File: config.mk
export PLATFORM = sky130hd
export DESIGN_NAME = fpa_mul
export DESIGN_NICKNAME = d
export VERILOG_FILES = /design/src/sv/fpa_pkg.sv /design/src/sv/fpa_mul.sv
export SDC_FILE = /design/constraint.sdc
export NUM_CORES = 2
export LEC_CHECK = 0
export BUFFER_PORTS_ARGS = -buffer_cell sky130_fd_sc_hd__buf_2
export CAP_MARGIN = 0
export CORE_UTILIZATION = 45
export DETAILED_ROUTE_END_ITERATION = 6
export HOLD_SLACK_MARGIN = 0.05
export PLACE_DENSITY_LB_ADDON = 0.1
export SYNTH_ARGS = -nofsm -noshare
export SYNTH_HDL_FRONTEND = slang
export SYNTH_SLANG_ARGS = --single-unit
File: constraint.sdc
create_clock -name clock -period 13.5 [get_ports clock]
set_clock_uncertainty 0.05 [all_clocks]
set_input_delay 4.05 -clock clock [delete_from_list [all_inputs] [get_ports clock]]
set_output_delay 4.05 -clock clock [all_outputs]
set_load 0.1 [all_outputs]
File: src/sv/fpa_pkg.sv
// ----------------------------------------------------------------------------
// fpa_pkg
// Shared types, operation codes and helpers for the fixed-point ALU.
// ----------------------------------------------------------------------------
package fpa_pkg;

   localparam int unsigned FRAC_BITS_DEFAULT = 8;

   typedef enum logic [3:0] {
      OP_ADD     = 4'd0,
      OP_SUB     = 4'd1,
      OP_MUL     = 4'd2,
      OP_DIV     = 4'd3,
      OP_GT      = 4'd4,
      OP_LT      = 4'd5,
      OP_GE      = 4'd6,
      OP_LE      = 4'd7,
      OP_EQ      = 4'd8,
      OP_NE      = 4'd9,
      OP_MIN     = 4'd10,
      OP_MAX     = 4'd11,
      OP_INC     = 4'd12,
      OP_DEC     = 4'd13,
      OP_FROM_INT = 4'd14,
      OP_TO_INT  = 4'd15
   } op_type;

   typedef enum logic [1:0] {
      ST_OK   = 2'd0,
      ST_SAT  = 2'd1,
      ST_DIV0 = 2'd2
   } status_type;

   localparam logic signed [31:0] WORD_MAX = 32'sh7FFF_FFFF;
   localparam logic signed [31:0] WORD_MIN = 32'sh8000_0000;

   typedef struct packed {
      logic        is_mul;
      logic        is_div;
      logic        div_neg;
      logic        div_zero;
      logic [31:0] res;
      logic        cmp;
      logic [1:0]  status;
   } side_type;

   typedef struct packed {
      logic [31:0] word;
      logic        sat;
   } clamp_type;

   function automatic clamp_type clamp_mag(input logic neg, input logic [63:0] mag);
      clamp_type   r;
      logic [31:0] m;
      r.sat = 1'b0;
      m     = mag[31:0];
      if (neg) begin
         if (mag > 64'h8000_0000) begin
            r.sat = 1'b1;
            m     = 32'h8000_0000;
         end
         r.word = 32'd0 - m;
      end else begin
         if (mag > 64'h7FFF_FFFF) begin
            r.sat = 1'b1;
            m     = 32'h7FFF_FFFF;
         end
         r.word = m;
      end
      return r;
   endfunction

endpackage

File: src/sv/fpa_mul.sv
// ----------------------------------------------------------------------------
// fpa_mul
// Registered signed product with round-half-away and saturation on the output.
// ----------------------------------------------------------------------------
module fpa_mul #(
   parameter int unsigned FRAC_BITS = fpa_pkg::FRAC_BITS_DEFAULT
) (
   input  logic               clock,
   input  logic               advance,
   input  logic signed [31:0] a,
   input  logic signed [31:0] b,
   output logic [31:0]        mul_res,
   output logic               mul_sat
);
   import fpa_pkg::*;

   logic signed [63:0] prod_ff;
   logic signed [63:0] prod_in;
   logic [63:0]        mag;
   logic [63:0]        rounded;
   clamp_type          cl;

   assign prod_in = a * b;

   always_ff @(posedge clock) begin
      if (advance) begin
         prod_ff <= prod_in;
      end
   end

   always_comb begin
      mag     = prod_ff[63] ? (64'd0 - prod_ff) : prod_ff;
      rounded = (mag + (64'd1 << (FRAC_BITS - 1))) >> FRAC_BITS;
      cl      = clamp_mag(prod_ff[63], rounded);
      mul_res = cl.word;
      mul_sat = cl.sat;
   end

endmodule

==> out/results.ini <==
[yosys]
yosysSeqAreaShare_pct=4.48
synthArstFlopShare_pct=0
syn_avg_cell_area_sq_um=9.11
synth-seq-cells=64
syn_area_sq_mm=0.0429
synthCells=4703
synth_top_flop_cell=edfxtp_1
syn_nets=6037
yosysWarnings=0
yosysUniqueCellTypes=90
synth_edf_count=64

[clocking]
clk_pin_slew_ns=0.05
clock_path_buffers=2
cts_tree=yes
htree_levels=3
post_cts_buffers=0
clkSinkCount=64
cts_hold_buf=0
cts_buffers=9
cts-root-buf=clkbuf_16
cts_resized=0

[sta]
fin_crit_ns=12.66
setup-violations-final=0
rsz0062_at_grt=no
fmax_mhz=79.0
drv_slew=0
tightest_slew_ns=1.16
hold_violations=0
max-slew-margin-rel_pct=21.9
min_period_over_period_pct=93.8
fin_ws_ns=0.835

[drt]
drt_iter0_markers=1675
drt-wirelength-per-cell_um=20.1
vias_per_cell=5.24
drc=0
vias=31007
drtPass1Iterations=6
ant_nets=0
routed_wl_mm=119

[layout]
post_route_cells_drive_above_1_share_pct=5.24
finish.instance_area_sq_mm=0.0450
area_growth_pct=4.89
largest_reg_flops=64
fillers=9297
reg_top3=prod_ff (64)
nets=5989
fin_cells=5916
regMostFlops=prod_ff

[critical_path]
start_kind=primary input
worstPathArrival_ns=12.69
critPathTopFamily=adder cells
critical_path_buf_inv_count=6
critical_path_class=primary input to flop
cp-end-kind=flop
crit_path_frequent_cell=fa_1
slowest_stage=fa_1
cp_slowest_stage_delay_ns=0.54
required_ns=13.52
crit_fanout=23

[global_routing]
grt_pass1_vias=34454
grt_max_degree=65
antenna_found_initial=1
grt_pass1_wl_mm=195
track_usage_pct=25.8
grt_overflow=0

[die]
dieArea_sq_mm=0.0965
rows=112
dieHeight_um=311
boundaryPins=99
die_w_um=311
core-area_sq_mm=0.0939
start_util_pct=45.7

[place]
post_dp_cell_area_sq_mm=0.0447
gp_congestion=0.905
pre_cts_ws_ns=0.461
io_buffers=98
dp_hpwl_mm=101
place_inst=5898

[hold_path]
hold_class=primary input to flop

[job]
maxCapViolCount=0

[outcome]
status=complete, no violations

through the flow:
step / hold slack (ns) / TNS (ns) / utilization (%)
2_1_floorplan: 4.11 / -2.68 / -
3_3_place_gp: 4.76 / 0 / 47.6
3_5_place_dp: 4.77 / 0 / 47.6
4_1_cts: 4.40 / 0 / 47.9
5_1_grt: 4.42 / 0 / 47.9
6_report: 4.37 / 0 / 47.9
routing by layer:
layer  GRT usage, %  vias up  part of all wire [%]  routed length (um)
li1               -    13900                     -                   -
met1           32.9    16278                    42               49700
met2           47.2      680                    52               62000
met3           1.95      147                   3.3                3970
met4           6.39        2                   2.7                3190
met5              0        -                0.0067                   8
layout by cell type, fill, tap and decap left out, types with 6 or more instances in the layout:
master        n
xor2_1       71
or4_1         7
buf_4        91
ha_1        186
xnor2_1      94
o21a_1       11
and4_1        6
nor3_1       40
o21ai_0      55
nand3b_1      7
edfxtp_1     64
fa_1       1082
a21o_1       45
nand2_1     565
o21bai_1     10
nor4_1       23
a31oi_1      15
o41ai_1      10
a22oi_1      10
nor2_1      108
buf_2        98
a32oi_1       6
nand4_1      20
o22ai_1       6
or3_1        24
and2_1      527
inv_1      1093
and3_1       25
a211oi_1     12
nand3_1      38
clkbuf_16     9
o31ai_1      27
nand4b_1     12
o211ai_1     12
nand2b_1     22
a21oi_1      82
nor2b_1      19
nor4_4        7
synth_stat cells, drive strengths merged, types with 6 or more instances:
cell / count / area [sq um]
ha: 186 / 2330
a21oi: 82 / 410
nand3b: 7 / 52.6
nand4: 21 / 138
nand2: 565 / 2120
and3: 25 / 156
a21o: 45 / 338
xor2: 72 / 638
fa: 1082 / 21700
nor4: 32 / 318
nor2b: 19 / 119
a22oi: 10 / 75.1
or3: 25 / 161
o21a: 11 / 82.6
o22ai: 6 / 37.5
and2: 528 / 3300
or4: 8 / 63.8
o21bai: 10 / 75.1
xnor2: 94 / 823
clkbuf: 218 / 818
o31ai: 27 / 203
nand4b: 12 / 105
o41ai: 11 / 115
nor3: 47 / 278
buf: 30 / 151
nand3: 39 / 200
o211ai: 12 / 90.1
nand2b: 22 / 138
edfxtp: 64 / 1920
and4: 6 / 52.6
o21ai: 61 / 309
a211oi: 13 / 103
a32oi: 6 / 52.6
inv: 1093 / 4100
nor2: 109 / 412
a31oi: 15 / 93.8
kinds of logic (layout without fill, tap and decap cells):
logic type / after synthesis / in the layout / synth area share [%]
buf+inv: 1341 / 1298 / 11.8
xor+xnor: 166 / 166 / 3.41
compound gates: 370 / 370 / 5.93
simple gates: 1488 / 1488 / 18.2
other cells: 0 / 2 / 0
fa+ha+maj: 1268 / 1268 / 56.0
flops: 64 / 64 / 4.48
mux: 6 / 6 / 0.143
cell type report:
| type | instances | area (sq um) | area share (%) |
|---|---|---|---|
| Multi-Input combinational cell | 3298 | 35900 | 79.8 |
| Timing Repair Buffer | 189 | 1170 | 2.61 |
| Sequential cell | 64 | 1920 | 4.27 |
| Antenna cell | 2 | 5.00 | 0.0111 |
| Inverter | 1093 | 4100 | 9.13 |
| Clock buffer | 12 | 236 | 0.526 |
| Clock inverter | 4 | 68.8 | 0.153 |
| Tap cell | 1254 | 1570 | 3.49 |
path summary, 6_finish.rpt:
kind | end | start | slack [ns] | depth (start not counted)
worst min-delay path | prod_ff[5] | advance | 4.37 | 2
worst max-delay path | prod_ff[63] | b[9] | 0.84 | 30
Power is left out: the tool's default activity adds up to more than one toggle a clock period on the data nets, which glitch-free logic cannot reach.
