## src/sv/fpa_pkg.sv

```systemverilog
// ----------------------------------------------------------------------------
// fpa_pkg
// Shared types, operation codes and helpers for the fixed-point ALU.
// ----------------------------------------------------------------------------
package fpa_pkg;

   localparam int unsigned FRAC_BITS_DEFAULT = 8;

   typedef enum logic [3:0] {
      OP_ADD     = 4'd0,
      OP_SUB     = 4'd1,
      OP_MUL     = 4'd2,
      OP_DIV     = 4'd3,
      OP_GT      = 4'd4,
      OP_LT      = 4'd5,
      OP_GE      = 4'd6,
      OP_LE      = 4'd7,
      OP_EQ      = 4'd8,
      OP_NE      = 4'd9,
      OP_MIN     = 4'd10,
      OP_MAX     = 4'd11,
      OP_INC     = 4'd12,
      OP_DEC     = 4'd13,
      OP_FROM_INT = 4'd14,
      OP_TO_INT  = 4'd15
   } op_type;

   typedef enum logic [1:0] {
      ST_OK   = 2'd0,
      ST_SAT  = 2'd1,
      ST_DIV0 = 2'd2
   } status_type;

   localparam logic signed [31:0] WORD_MAX = 32'sh7FFF_FFFF;
   localparam logic signed [31:0] WORD_MIN = 32'sh8000_0000;

   typedef struct packed {
      logic        is_mul;
      logic        is_div;
      logic        div_neg;
      logic        div_zero;
      logic [31:0] res;
      logic        cmp;
      logic [1:0]  status;
   } side_type;

   typedef struct packed {
      logic [31:0] word;
      logic        sat;
   } clamp_type;

   function automatic clamp_type clamp_mag(input logic neg, input logic [63:0] mag);
      clamp_type   r;
      logic [31:0] m;
      r.sat = 1'b0;
      m     = mag[31:0];
      if (neg) begin
         if (mag > 64'h8000_0000) begin
            r.sat = 1'b1;
            m     = 32'h8000_0000;
         end
         r.word = 32'd0 - m;
      end else begin
         if (mag > 64'h7FFF_FFFF) begin
            r.sat = 1'b1;
            m     = 32'h7FFF_FFFF;
         end
         r.word = m;
      end
      return r;
   endfunction

endpackage

```

## src/sv/fpa_div_step.sv

```systemverilog
// ----------------------------------------------------------------------------
// fpa_div_step
// One registered restoring-division step: one quotient bit per stage.
// ----------------------------------------------------------------------------
module fpa_div_step #(
   parameter int unsigned NUM_BITS = 41
) (
   input  logic                    clock,
   input  logic                    reset,
   input  logic                    advance,
   input  logic                    in_valid,
   input  logic [31:0]             in_rem,
   input  logic [NUM_BITS-1:0]     in_num,
   input  logic [NUM_BITS-1:0]     in_quo,
   input  logic [31:0]             in_den,
   input  fpa_pkg::side_type       in_side,
   output logic                    out_valid,
   output logic [31:0]             out_rem,
   output logic [NUM_BITS-1:0]     out_num,
   output logic [NUM_BITS-1:0]     out_quo,
   output logic [31:0]             out_den,
   output fpa_pkg::side_type       out_side
);
   import fpa_pkg::*;

   logic                valid_ff;
   logic [31:0]         rem_ff, rem_in;
   logic [NUM_BITS-1:0] num_ff, num_in;
   logic [NUM_BITS-1:0] quo_ff, quo_in;
   logic [31:0]         den_ff;
   side_type            side_ff;
   logic [32:0]         rem_sh;
   logic [33:0]         trial;
   logic                fits;

   always_comb begin
      rem_sh = {in_rem, in_num[NUM_BITS-1]};
      trial  = {1'b0, rem_sh} - {2'b00, in_den};
      fits   = ~trial[33];
      rem_in = fits ? trial[31:0] : rem_sh[31:0];
      quo_in = {in_quo[NUM_BITS-2:0], fits};
      num_in = in_num << 1;
   end

   always_ff @(posedge clock) begin
      if (reset) begin
         valid_ff <= 1'b0;
      end else if (advance) begin
         valid_ff <= in_valid;
      end
   end

   always_ff @(posedge clock) begin
      if (advance) begin
         rem_ff  <= rem_in;
         num_ff  <= num_in;
         quo_ff  <= quo_in;
         den_ff  <= in_den;
         side_ff <= in_side;
      end
   end

   assign out_valid = valid_ff;
   assign out_rem   = rem_ff;
   assign out_num   = num_ff;
   assign out_quo   = quo_ff;
   assign out_den   = den_ff;
   assign out_side  = side_ff;

endmodule

```

## config.mk

```make
export PLATFORM = sky130hd
export DESIGN_NAME = fpa_div_step
export DESIGN_NICKNAME = d
export VERILOG_FILES = /design/src/sv/fpa_pkg.sv /design/src/sv/fpa_div_step.sv
export SDC_FILE = /design/constraint.sdc
export NUM_CORES = 1
export LEC_CHECK = 0
export BUFFER_PORTS_ARGS = -buffer_cell sky130_fd_sc_hd__buf_4
export CAP_MARGIN = 5
export CELL_PAD_IN_SITES_DETAIL_PLACEMENT = 0
export CELL_PAD_IN_SITES_GLOBAL_PLACEMENT = 1
export CORE_MARGIN = 2
export CORE_UTILIZATION = 39
export DETAILED_ROUTE_END_ITERATION = 10
export PLACE_DENSITY_LB_ADDON = 0.1
export SKIP_LAST_GASP = 1
export SLEW_MARGIN = 5
export SYNTH_ARGS = -nofsm -noshare
export SYNTH_HDL_FRONTEND = slang
export SYNTH_SLANG_ARGS = --single-unit
```

## constraint.sdc

```tcl
create_clock -name clock -period 5.6 [get_ports clock]
set_input_delay 1.12 -clock clock [delete_from_list [all_inputs] [get_ports clock]]
set_output_delay 1.12 -clock clock [all_outputs]
set_load 0.02 [all_outputs]
```

==> out/results.ini <==
[global_routing]
grt_max_degree=98
groute.usage.overall=0.219
grt_pass1_vias=5881
globalRouteOverflowTotal=0
first_pass_grt_wire_length_um=35300
initial_antenna_violation_count=0

[cts]
clk_transition_reported_paths_ps=70
post_cts.repair.setup_buffers=0
insertion_delay_ps=420
cts_inserted_buffers=17
cts_tree=yes
cts.sinks=185
ctsRootBufferMaster=sky130_fd_sc_hd__clkbuf_16
cts-resized-gates=0
cts_hold_buf=0
h_tree_lvl_count=4
clockBufferDepth=2

[hold_path]
hold_path_class=reg2reg
worst_hold_path.num_cells=2
min-delay-start=out_valid$_SDFFE_PP0P_

[synth]
count_of_different_cell_masters_after_synthesis=60
synthesis.instances=508
synth_largest_area_cell=sky130_fd_sc_hd__edfxtp_1
synthesis.yosys.warnings=0
synth_edf_count=184
area_share_of_the_largest_cell_type_after_synthesis=0.701
synth_nets=730
ys_seq_area_frac=0.704
ff_latch_count_synth=185
share_of_flip_flops_with_an_asynchronous_set_or_reset_after_synthesis=0
syn_area_um2=7880
synthTopCellsByArea=sky130_fd_sc_hd__edfxtp_1, sky130_fd_sc_hd__ha_1, sky130_fd_sc_hd__mux2_1
synth-main-ff-cell=sky130_fd_sc_hd__edfxtp_1
avgSynthCellArea_um2=15.5

[setup_path]
max_stage_delay_ps=480
biggest_fanout_along_the_worst_timing_path=4
rr_worst_depth=2
worstSetupPathType=in2reg
critical_path_arrival_ps=4080
critPathMostFrequentCell=sky130_fd_sc_hd__inv_1
crit_family=compound AO/OA/AOI/OAI gates
crit_buf_inv=3
critPathSlowestCell=sky130_fd_sc_hd__o41a_1
critical_path_cell_count=13
end_kind=flip-flop
critPathLaunchType=input pin
worst-endpoint-required_ps=5770
crit_start=in_num[40]
critical_path.cell_chain=buf_4, inv_1, ha_1, inv_1, fa_1, a211oi_1, o211a_1, o31ai_2, o41a_1, a41oi_2, o21ai_1, a21boi_1, mux2_1
worstReg2RegStart=out_valid$_SDFFE_PP0P_

[timing]
maxClockFrequency_mhz=256
hold_violations=0
timing.final.max_slew_violations=0
layout_worst_path_cycle_share=0.699
max-slew-margin-rel=0.477
final.setup.tns_ps=0
report.final.setup_viol=0
timing_worst_slew_pin_value_ps=784
rsz0062_at_grt=false
final.setup_skew_ps=0
hold_ws_ps=521
post-route-min-period_ps=3910
crit_path_setup_slack_layout_ps=1690

[drt]
via_count_of_the_routed_design=5676
route.detailed.wl_per_inst_um=20.1
detail_route.wirelength_um=23600
vias_per_cell=4.84
first_pass_iters=5
drt-initial-drc-count=284
drtAntennaViolNets=0
post-route-drc-count=0

[final_layout]
fillCellCount=1660
mostFrequentLayoutCells=sky130_fd_sc_hd__buf_4, sky130_fd_sc_hd__edfxtp_1, sky130_fd_sc_hd__inv_1
post_route_cells_drive_above_1_share=0.461
layout_commonest_cell=sky130_fd_sc_hd__buf_4
nNetsFinal=1116
syn2layout_area_growth_pct=46.5
final_core_utilization=0.587
antenna_cells_inserted=0

[pwr]
reported_leakage_power_nw=5.00
ir_drop_mv=0.209
power_density_nw_per_um2=317

[floorplanning]
die_w_um=146
boundaryPins=375
die_y_um=146
total_number_of_placement_rows=51
floorplan.initialDensity=0.401
core_region_area_um2=19700
die-area_um2=21400

[outcome]
outcome=completed

[place]
gp_congestion=0.953
dp.final_hpwl_um=18600
place_ws_ps=1260
numPortBuffers=372

[flow_run]
number_of_max_capacitance_violations_reported=0

metrics by stage:
stage / area, µm² / cells / power (mW)
after floorplan: 7880 / 508 / 2.15
after global placement: 11000 / 1140 / 2.54
after detailed placement: 11000 / 1140 / 2.55
after CTS: 11500 / 1172 / 3.70
after global routing: 11500 / 1172 / 3.80
final: 11500 / 1172 / 3.66
where the power goes:
part	internal, mW	switching, mW
logic	0.360	0.438
clock network	0.587	0.557
registers	1.68	0.0398
total	2.62	1.04
state kept, by name (all words and copies together) (netlist names):
| signal | flops |
|---|---|
| out_rem | 32 |
| out_side | 39 |
| out_valid | 1 |
| out_den | 32 |
| out_quo | 41 |
| out_num | 40 |
path summary, 6_finish.rpt:
check	end	slack, ps
hold reg to reg	out_valid$_SDFFE_PP0P_	520
setup / recovery	out_rem[28]$_DFFE_PP_	1690
setup reg to reg	out_valid$_SDFFE_PP0P_	4990
hold / removal	out_valid$_SDFFE_PP0P_	520
cells in the mapped netlist, types with 3 or more instances:
cell type and number:
sky130_fd_sc_hd__mux2i_1 5, sky130_fd_sc_hd__a21oi_1 27, sky130_fd_sc_hd__o211ai_1 4, sky130_fd_sc_hd__and3_1 10
sky130_fd_sc_hd__nand2_1 26, sky130_fd_sc_hd__o21bai_1 5, sky130_fd_sc_hd__nand2b_1 3, sky130_fd_sc_hd__o21ai_1 4
sky130_fd_sc_hd__nor3_1 7, sky130_fd_sc_hd__xnor2_1 15, sky130_fd_sc_hd__a21o_1 9, sky130_fd_sc_hd__nor2_1 16
sky130_fd_sc_hd__mux2_1 26, sky130_fd_sc_hd__o21a_1 4, sky130_fd_sc_hd__edfxtp_1 184, sky130_fd_sc_hd__o21ai_0 11
sky130_fd_sc_hd__and2_1 4, sky130_fd_sc_hd__xor2_1 9, sky130_fd_sc_hd__nand3_1 5, sky130_fd_sc_hd__ha_1 32
sky130_fd_sc_hd__a31oi_1 4, sky130_fd_sc_hd__nor2b_1 4, sky130_fd_sc_hd__o31ai_1 4, sky130_fd_sc_hd__nand4_1 3
sky130_fd_sc_hd__inv_1 40, sky130_fd_sc_hd__a211oi_1 4
kinds of logic (layout without fill, tap and decap cells):
logic type / count (synthesis) / in the layout / synth area share
flip-flops: 185 / 185 / 0.704
adder cells (fa/ha/maj): 33 / 33 / 0.0533
multiplexers: 33 / 33 / 0.0468
other: 1 / 1 / 0.000476
AO/OA/AOI/OAI: 99 / 99 / 0.0905
AND/OR/NAND/NOR: 85 / 85 / 0.0524
buffers and inverters: 48 / 447 / 0.0260
XOR/XNOR: 24 / 24 / 0.0267
worst min-delay path: stages, from the launching register on:
cell	delay (ps)
sky130_fd_sc_hd__dfxtp_1	330
sky130_fd_sc_hd__mux2i_1	70
sky130_fd_sc_hd__nor2_1	80
final cells by class:
| cell class | instances | area [µm²] | area share |
|---|---|---|---|
| multi-input cells | 275 | 2130 | 0.184 |
| flip-flops and latches | 185 | 5550 | 0.480 |
| well taps | 265 | 332 | 0.0287 |
| inverters | 40 | 150 | 0.0130 |
| clock inverters | 15 | 139 | 0.0120 |
| repair buffers | 375 | 2820 | 0.244 |
| clock buffers | 17 | 425 | 0.0369 |
per-layer routing:
| metal | global-route usage | share of wire |
|---|---|---|
| met1 | 0.260 | 0.39 |
| met2 | 0.388 | 0.52 |
| met3 | 0.0616 | 0.073 |
| met4 | 0.0636 | 0.020 |
| met5 | 0 | 0 |
Power figures use the tool's default switching activity.
